File: config.mk
export PLATFORM = sky130hd
export DESIGN_NAME = gtfb_ctrl
export DESIGN_NICKNAME = d
export VERILOG_FILES = /design/src/glyph_to_framebuffer_renderer_assert.svh /design/src/gtfb_pkg.sv /design/src/gtfb_ctrl.sv
export SDC_FILE = /design/constraint.sdc
export NUM_CORES = 1
export LEC_CHECK = 0
export ABC_AREA = 1
export BUFFER_PORTS_ARGS = -buffer_cell sky130_fd_sc_hd__buf_2
export CORE_AREA = 2 2 39 41
export CTS_BUF_LIST = sky130_fd_sc_hd__clkbuf_4 sky130_fd_sc_hd__clkbuf_8 sky130_fd_sc_hd__clkbuf_16
export CTS_CLUSTER_SIZE = 24
export DETAILED_ROUTE_END_ITERATION = 10
export DIE_AREA = 0 0 41 43
export PLACE_DENSITY = 0.45
export SKIP_CTS_REPAIR_TIMING = 1
export SYNTH_ARGS = -nofsm -noshare
export SYNTH_HDL_FRONTEND = slang
export SYNTH_SLANG_ARGS = --single-unit
File: constraint.sdc
create_clock -name clk -period 2.7 [get_ports clk]
set_input_delay 0.135 -clock clk [delete_from_list [all_inputs] [get_ports clk]]
set_output_delay 0.135 -clock clk [all_outputs]
set_load 0.005 [all_outputs]
File: src/glyph_to_framebuffer_renderer_assert.svh
// Assertion macros used by the glyph renderer top level.
`ifndef GLYPH_TO_FRAMEBUFFER_RENDERER_ASSERT_SVH
`define GLYPH_TO_FRAMEBUFFER_RENDERER_ASSERT_SVH
`ifndef SYNTHESIS
`define GTFB_ASSERT(lbl, prop, msg) \
	lbl: assert property (@(posedge clk) disable iff (!arst_n) prop) else $error(msg);
`define GTFB_ASSERT_NEVER(lbl, expr, msg) \
	lbl: assert property (@(posedge clk) disable iff (!arst_n) !(expr)) else $error(msg);
`else
`define GTFB_ASSERT(lbl, prop, msg)
`define GTFB_ASSERT_NEVER(lbl, expr, msg)
`endif
`endif

File: src/gtfb_pkg.sv
// Shared constants, codes and types of the glyph renderer.
package gtfb_pkg;
	localparam int GLYPH_COLUMNS = 6;
	localparam int GLYPH_ROWS    = 8;
	localparam int GLYPH_COUNT   = 256;
	localparam int ADDR_BITS     = 16;

	localparam int FONT_DEPTH = GLYPH_COLUMNS * GLYPH_COUNT;
	localparam int FONT_AW    = $clog2(FONT_DEPTH);
	localparam int COL_W      = (GLYPH_COLUMNS > 1) ? $clog2(GLYPH_COLUMNS) : 1;
	localparam int ROW_W      = (GLYPH_ROWS > 1) ? $clog2(GLYPH_ROWS) : 1;

	localparam int POS_W    = 11;
	localparam int X_W      = 10;
	localparam int XS_W     = POS_W + 1;
	localparam int WIDTH_W  = 11;
	localparam int STRIDE_W = 12;
	localparam int PROD_W   = POS_W + STRIDE_W + 1;
	localparam int CFG_W    = 12;
	localparam int OUT_W    = 16;

	localparam logic [1:0] KIND_LOAD = 2'd0;
	localparam logic [1:0] KIND_SETX = 2'd1;
	localparam logic [1:0] KIND_SETY = 2'd2;
	localparam logic [1:0] KIND_DRAW = 2'd3;

	localparam logic [1:0] CFG_PIXEL_MODE = 2'd0;
	localparam logic [1:0] CFG_WIDTH      = 2'd1;
	localparam logic [1:0] CFG_STRIDE     = 2'd2;

	localparam logic [WIDTH_W-1:0]  WIDTH_RESET  = 11'd128;
	localparam logic [STRIDE_W-1:0] STRIDE_RESET = 12'd64;

	localparam logic [7:0]       MASK_LO = 8'h0f;
	localparam logic [7:0]       MASK_HI = 8'hf0;
	localparam logic [OUT_W-1:0] PIX_ON  = 16'hffff;
	localparam logic [OUT_W-1:0] PIX_OFF = 16'h0000;

	typedef enum logic [1:0] {
		ST_IDLE,
		ST_BASE,
		ST_COL,
		ST_ROW
	} state_t;

	typedef struct packed {
		logic accept;
		logic start;
		logic fetch;
		logic advance;
		logic load_col;
		logic emit;
		logic finish;
	} cmd_t;

	typedef struct packed {
		logic is_draw;
		logic col_vis;
		logic col_end;
		logic row_end;
		logic out_free;
	} sts_t;
endpackage

File: src/gtfb_ctrl.sv
// Sequencing state machine of the glyph renderer.
module gtfb_ctrl (
	input  logic            clk,
	input  logic            arst_n,
	input  logic            in_valid,
	output logic            in_stall,
	input  gtfb_pkg::sts_t  sts,
	output gtfb_pkg::cmd_t  cmd
);
	gtfb_pkg::state_t state_q;
	gtfb_pkg::state_t state_d;

	always_ff @(posedge clk or negedge arst_n) begin
		if (!arst_n) begin
			state_q <= gtfb_pkg::ST_IDLE;
		end else begin
			state_q <= state_d;
		end
	end

	always_comb begin
		state_d  = state_q;
		cmd      = '0;
		in_stall = 1'b1;
		unique case (state_q)
			gtfb_pkg::ST_IDLE: begin
				in_stall = 1'b0;
				if (in_valid) begin
					cmd.accept = 1'b1;
					if (sts.is_draw) begin
						cmd.start = 1'b1;
						state_d   = gtfb_pkg::ST_BASE;
					end
				end
			end
			gtfb_pkg::ST_BASE: begin
				cmd.fetch = 1'b1;
				state_d   = gtfb_pkg::ST_COL;
			end
			gtfb_pkg::ST_COL: begin
				// The font byte of the current column is valid in this state.
				if (sts.col_vis) begin
					cmd.load_col = 1'b1;
					state_d      = gtfb_pkg::ST_ROW;
				end else if (sts.col_end) begin
					cmd.finish = 1'b1;
					state_d    = gtfb_pkg::ST_IDLE;
				end else begin
					cmd.advance = 1'b1;
				end
			end
			gtfb_pkg::ST_ROW: begin
				if (sts.out_free) begin
					cmd.emit = 1'b1;
					if (sts.row_end) begin
						if (sts.col_end) begin
							cmd.finish = 1'b1;
							state_d    = gtfb_pkg::ST_IDLE;
						end else begin
							cmd.advance = 1'b1;
							state_d     = gtfb_pkg::ST_COL;
						end
					end
				end
			end
			default: begin
				state_d = gtfb_pkg::ST_IDLE;
			end
		endcase
	end
endmodule

# After elaboration in Yosys (flattened, before gate mapping)

Cells that the tools add are included.

Bits of input ports: 8
Memories: 0
Bits in latches: 0
RAM bits: 0
Output and inout bits: 8
Register bits: 2
Word-level logic and storage cells: 37
ROM bits: 0

Multiply operators: 0
Divide/modulo/power cells: 0
Add/sub/neg operators: 0
Magnitude comparators: 0
Bitwise logic cells: 0
Reduce and logical (&&, ||, !) cells: 2
Mux-type cells: 26
Equal/unequal tests: 8
Shifts and indexed selects: 0

Operators by type and width:

| kind                                                 | number |
|---|---|
| two-way mux 2 bit                                    | 10 |
| two-way mux 1 bit                                    | 13 |
| != test 2 bit (second input constant)                | 4 |
| one-hot mux 2 bit (4 select lines)                   | 1 |
| AND reduction 5 bit                                  | 1 |
| equality test 2 bit (second input constant)          | 2 |
| one-hot mux 1 bit (2 select lines)                   | 2 |
| != test 3 bit (second input constant)                | 1 |
| equality test 2 x 1 -> 1 bit (second input constant) | 1 |
| logical NOT 2 bit                                    | 1 |

# Logic depth before layout (Yosys ltp)

Depth in word-level cells: 4
Depth in mapped cells: 5
Depth with buffers taken out: 5

# Worst setup path after synthesis

No wires, ideal clock.

Kind: flip-flop to output port
Start point: register state_q[1]
End point: output port cmd[0] (netlist name)
Arrival: 803 ps
Stages on the path, launching flop included: 5
Slack: 1,762 ps
Required time: 2,565 ps
Path buffers: 0
Cells stage by stage: dfrtp_1 > nand2_1 > nor2_2 > nand2_1 > a21oi_1

RTL lines:

| element                | line            | text |
|---|---|---|
| start, declared        | gtfb_ctrl.sv:10 | `gtfb_pkg::state_t state_q;` |
| start signal, assigned | gtfb_ctrl.sv:15 | `state_q <= gtfb_pkg::ST_IDLE;` |
| start signal, assigned | gtfb_ctrl.sv:17 | `state_q <= state_d;` |
| end, declared          | gtfb_ctrl.sv:8  | `output gtfb_pkg::cmd_t cmd` |

==> results.md <==
* Area Overhead vs Synth at 63.0%
* Minimum clock period at 1.33 ns
* Sw Ratio at 43.2%
* GP Congestion at 0.696
* Iter 0 DRT Violations at 8
* Seq/Total Area, Yosys at between 20% and 30%
* Crit Path Class: reg2out
* Chip Height at 43 microns
* Reg with most FFs: state_q
* Combinational share of power at 53.9%
* Final setup violating endpoints at 0
* Layout cells sized above 1 at 39.3%
* Status: completed
* Max Clock Freq at ~0.75 GHz
* Initial antenna violation count at 0
* Main synth FF type: dfrtp_1
* Slew margin rel. at 88.0%
* Via-to-Cell Ratio at 3.88
* Remaining DRCs at 0
* Power consumption at 287 uW
* DRT Pass-1 Iters at 4
* Routed len/inst at between 7 and 8 microns
* Critical path fanouts, max at 6
* DPL Wire Length at 452 microns
* Synth area leader: dfrtp_1
* Post-synth top cells: nand2_1, inv_1, nor2_1
* HP Class: in2async
* Worst-Margin Slew at 0.179 ns
* Pwr dens at 870 nW/um^2
* CTS sink cnt at 2
* Peak supply drop at 0.000180 V
* Total negative slack at 0 ns
* Largest registers: state_q: 2 flops
* Int Power at ~160 uW
* Clk pwr share at 23.1%
* Yosys warns at 0
* Synth cell types at 11
* Sw power at 124 uW
* Synth top area cells: dfrtp_1, nand2_1, inv_1
* Synth async-reset ratio at 100%
* Syn_nets at 45
* CTS buffer count at 3
* Vias in the first global route at 275
* CTS tree: done
* Die area at 1760 sq um
* GRT Util Overall at 8.22%
* Pre-CTS setup slack at 1.60 ns
* Critical Path Start Type: register
* Critical Path RT at 2.57 ns
* Cell Area, Synth at 203 sq um
* Share of power burned in registers at 23.1%
* Initial core utilization at 14.6%
* Max_cap viols at 0
* Top-count cell post-synth: nand2_1
* Largest net degree at the start of global routing at 7
* Cells after Synth at 37
* Reg2Reg Setup Slack at 1.72 ns
* FF+latch count, synth at 2
* Syn Area/Cell at between 5 and 6 sq um
* Max clock buf depth at 2
* Largest register FFs at 2
* CORE AREA at 1380 sq um
* Worst-Skew Late Latency at 0.22 ns
* Clock-pin slew on the worst setup and hold paths at 0.03 ns
* CTS H-tree lvls at 1
* Vias post-DR at 279
* I/O pin cnt at 16
* RSZ-0062 raised after global routing: false
* Routed Antenna Nets at 0
* Global-route wire length before repair at 952 microns
* WL final at between 500 and 600 microns
* # nets final at 66
* Pins Over Slew Limit at 0
* Grt ovf at 0
* Number of synthesized flops with an enable pin at 0
* Critical Path End Type: output pin
* Cell row count at 14
* Diode count at 0
* Fin util at 23.9%
* Final Skew at around 0.0018 ns
* Worst Slack Setup Final at 1.37 ns
* Worst Path Arrival at between 1 and 1.5 ns
* Fill cell count at 171
* Count of input and output buffers at 15
* Final Hold Viols at 0
* CTS root buf: clkbuf_4
* Share of the synthesized area in the top cell type at 24.7%
* Final Cycle Share at 49.1%
* Chip Width at between 40 and 50 microns
* Leak at 0.000215 uW
==> cells by family (layout without fill, tap and decap cells) <==
logic type,after synthesis,in the layout,synth area share (%)
compound gates,4,4,9.88
buf+inv,8,27,14.8
flops,2,2,24.7
simple gates,23,23,50.6
==> per-stage QoR <==
step	hold WS, ns	cells	instance area (sq um)
final	0.225	72	330
after detailed placement	-0.0759	68	298
after CTS	-0.316	71	320
after global routing	0.222	72	330
after floorplan	-0.161	37	203
after global placement	-0.0779	68	298
==> final timing paths <==
path,depth (start not counted),endpoint,startpoint
setup reg to reg,5,state_q[1]$_DFFE_PN0P_,state_q[1]$_DFFE_PN0P_
hold / removal,2,state_q[0]$_DFFE_PN0P_,arst_n
hold reg to reg,4,state_q[1]$_DFFE_PN0P_,state_q[0]$_DFFE_PN0P_
min in group clk,4,state_q[0]$_DFFE_PN0P_,sts[1]
max in group asynchronous,2,state_q[1]$_DFFE_PN0P_,arst_n
setup / recovery,5,cmd[0],state_q[1]$_DFFE_PN0P_
==> area by class of cell <==
type | count | area [sq um] | area share (%)
inverters | 8 | 30.0 | 9.09
multi-input cells | 27 | 123 | 37.1
clock buffers | 3 | 22.5 | 6.82
repair buffers | 16 | 85.1 | 25.8
flip-flops and latches | 2 | 50.0 | 15.2
well taps | 16 | 20.0 | 6.06
==> cell usage in the layout, fill, tap and decap left out <==
cell,n
buf_2,15
nand2_1,12
inv_1,8
nor2_1,5
clkbuf_4,3
nor2_2,2
a21oi_1,2
o21ai_0,2
dfrtp_1,2
nand3_1,1
nand2_2,1
nand4_1,1
and2_4,1
dlygate4sd3_1,1
==> power groups by stage <==
stage	Combinational, uW	Clock [uW]	Sequential (uW)
finish	155	66.3	66.3
global route	185	76.1	68.8
detailed placement	156	0	67.2
CTS	157	69.7	66.8
global placement	154	0	67.2
floorplan	102	0	62.4
==> routing by layer <==
metal / part of all wire [%] / vias up / wire [microns] / track usage (%)
li1: - / 152 / - / -
met1: 42 / 122 / 233 / 8.31
met2: 54 / 5 / 302 / 12.8
met3: 3.6 / 0 / 20 / 3.14
met4: 0 / 0 / 0 / 6.00
met5: 0 / - / 0 / 0
==> worst max-delay path: stages, from the launching register on <==
cell,delay [ns]
dfrtp_1,0.41
inv_1,0.09
nor2_2,0.12
nand2_1,0.08
a21oi_1,0.14
buf_2,0.12
No activity file was read; power rests on OpenSTA's default activity.
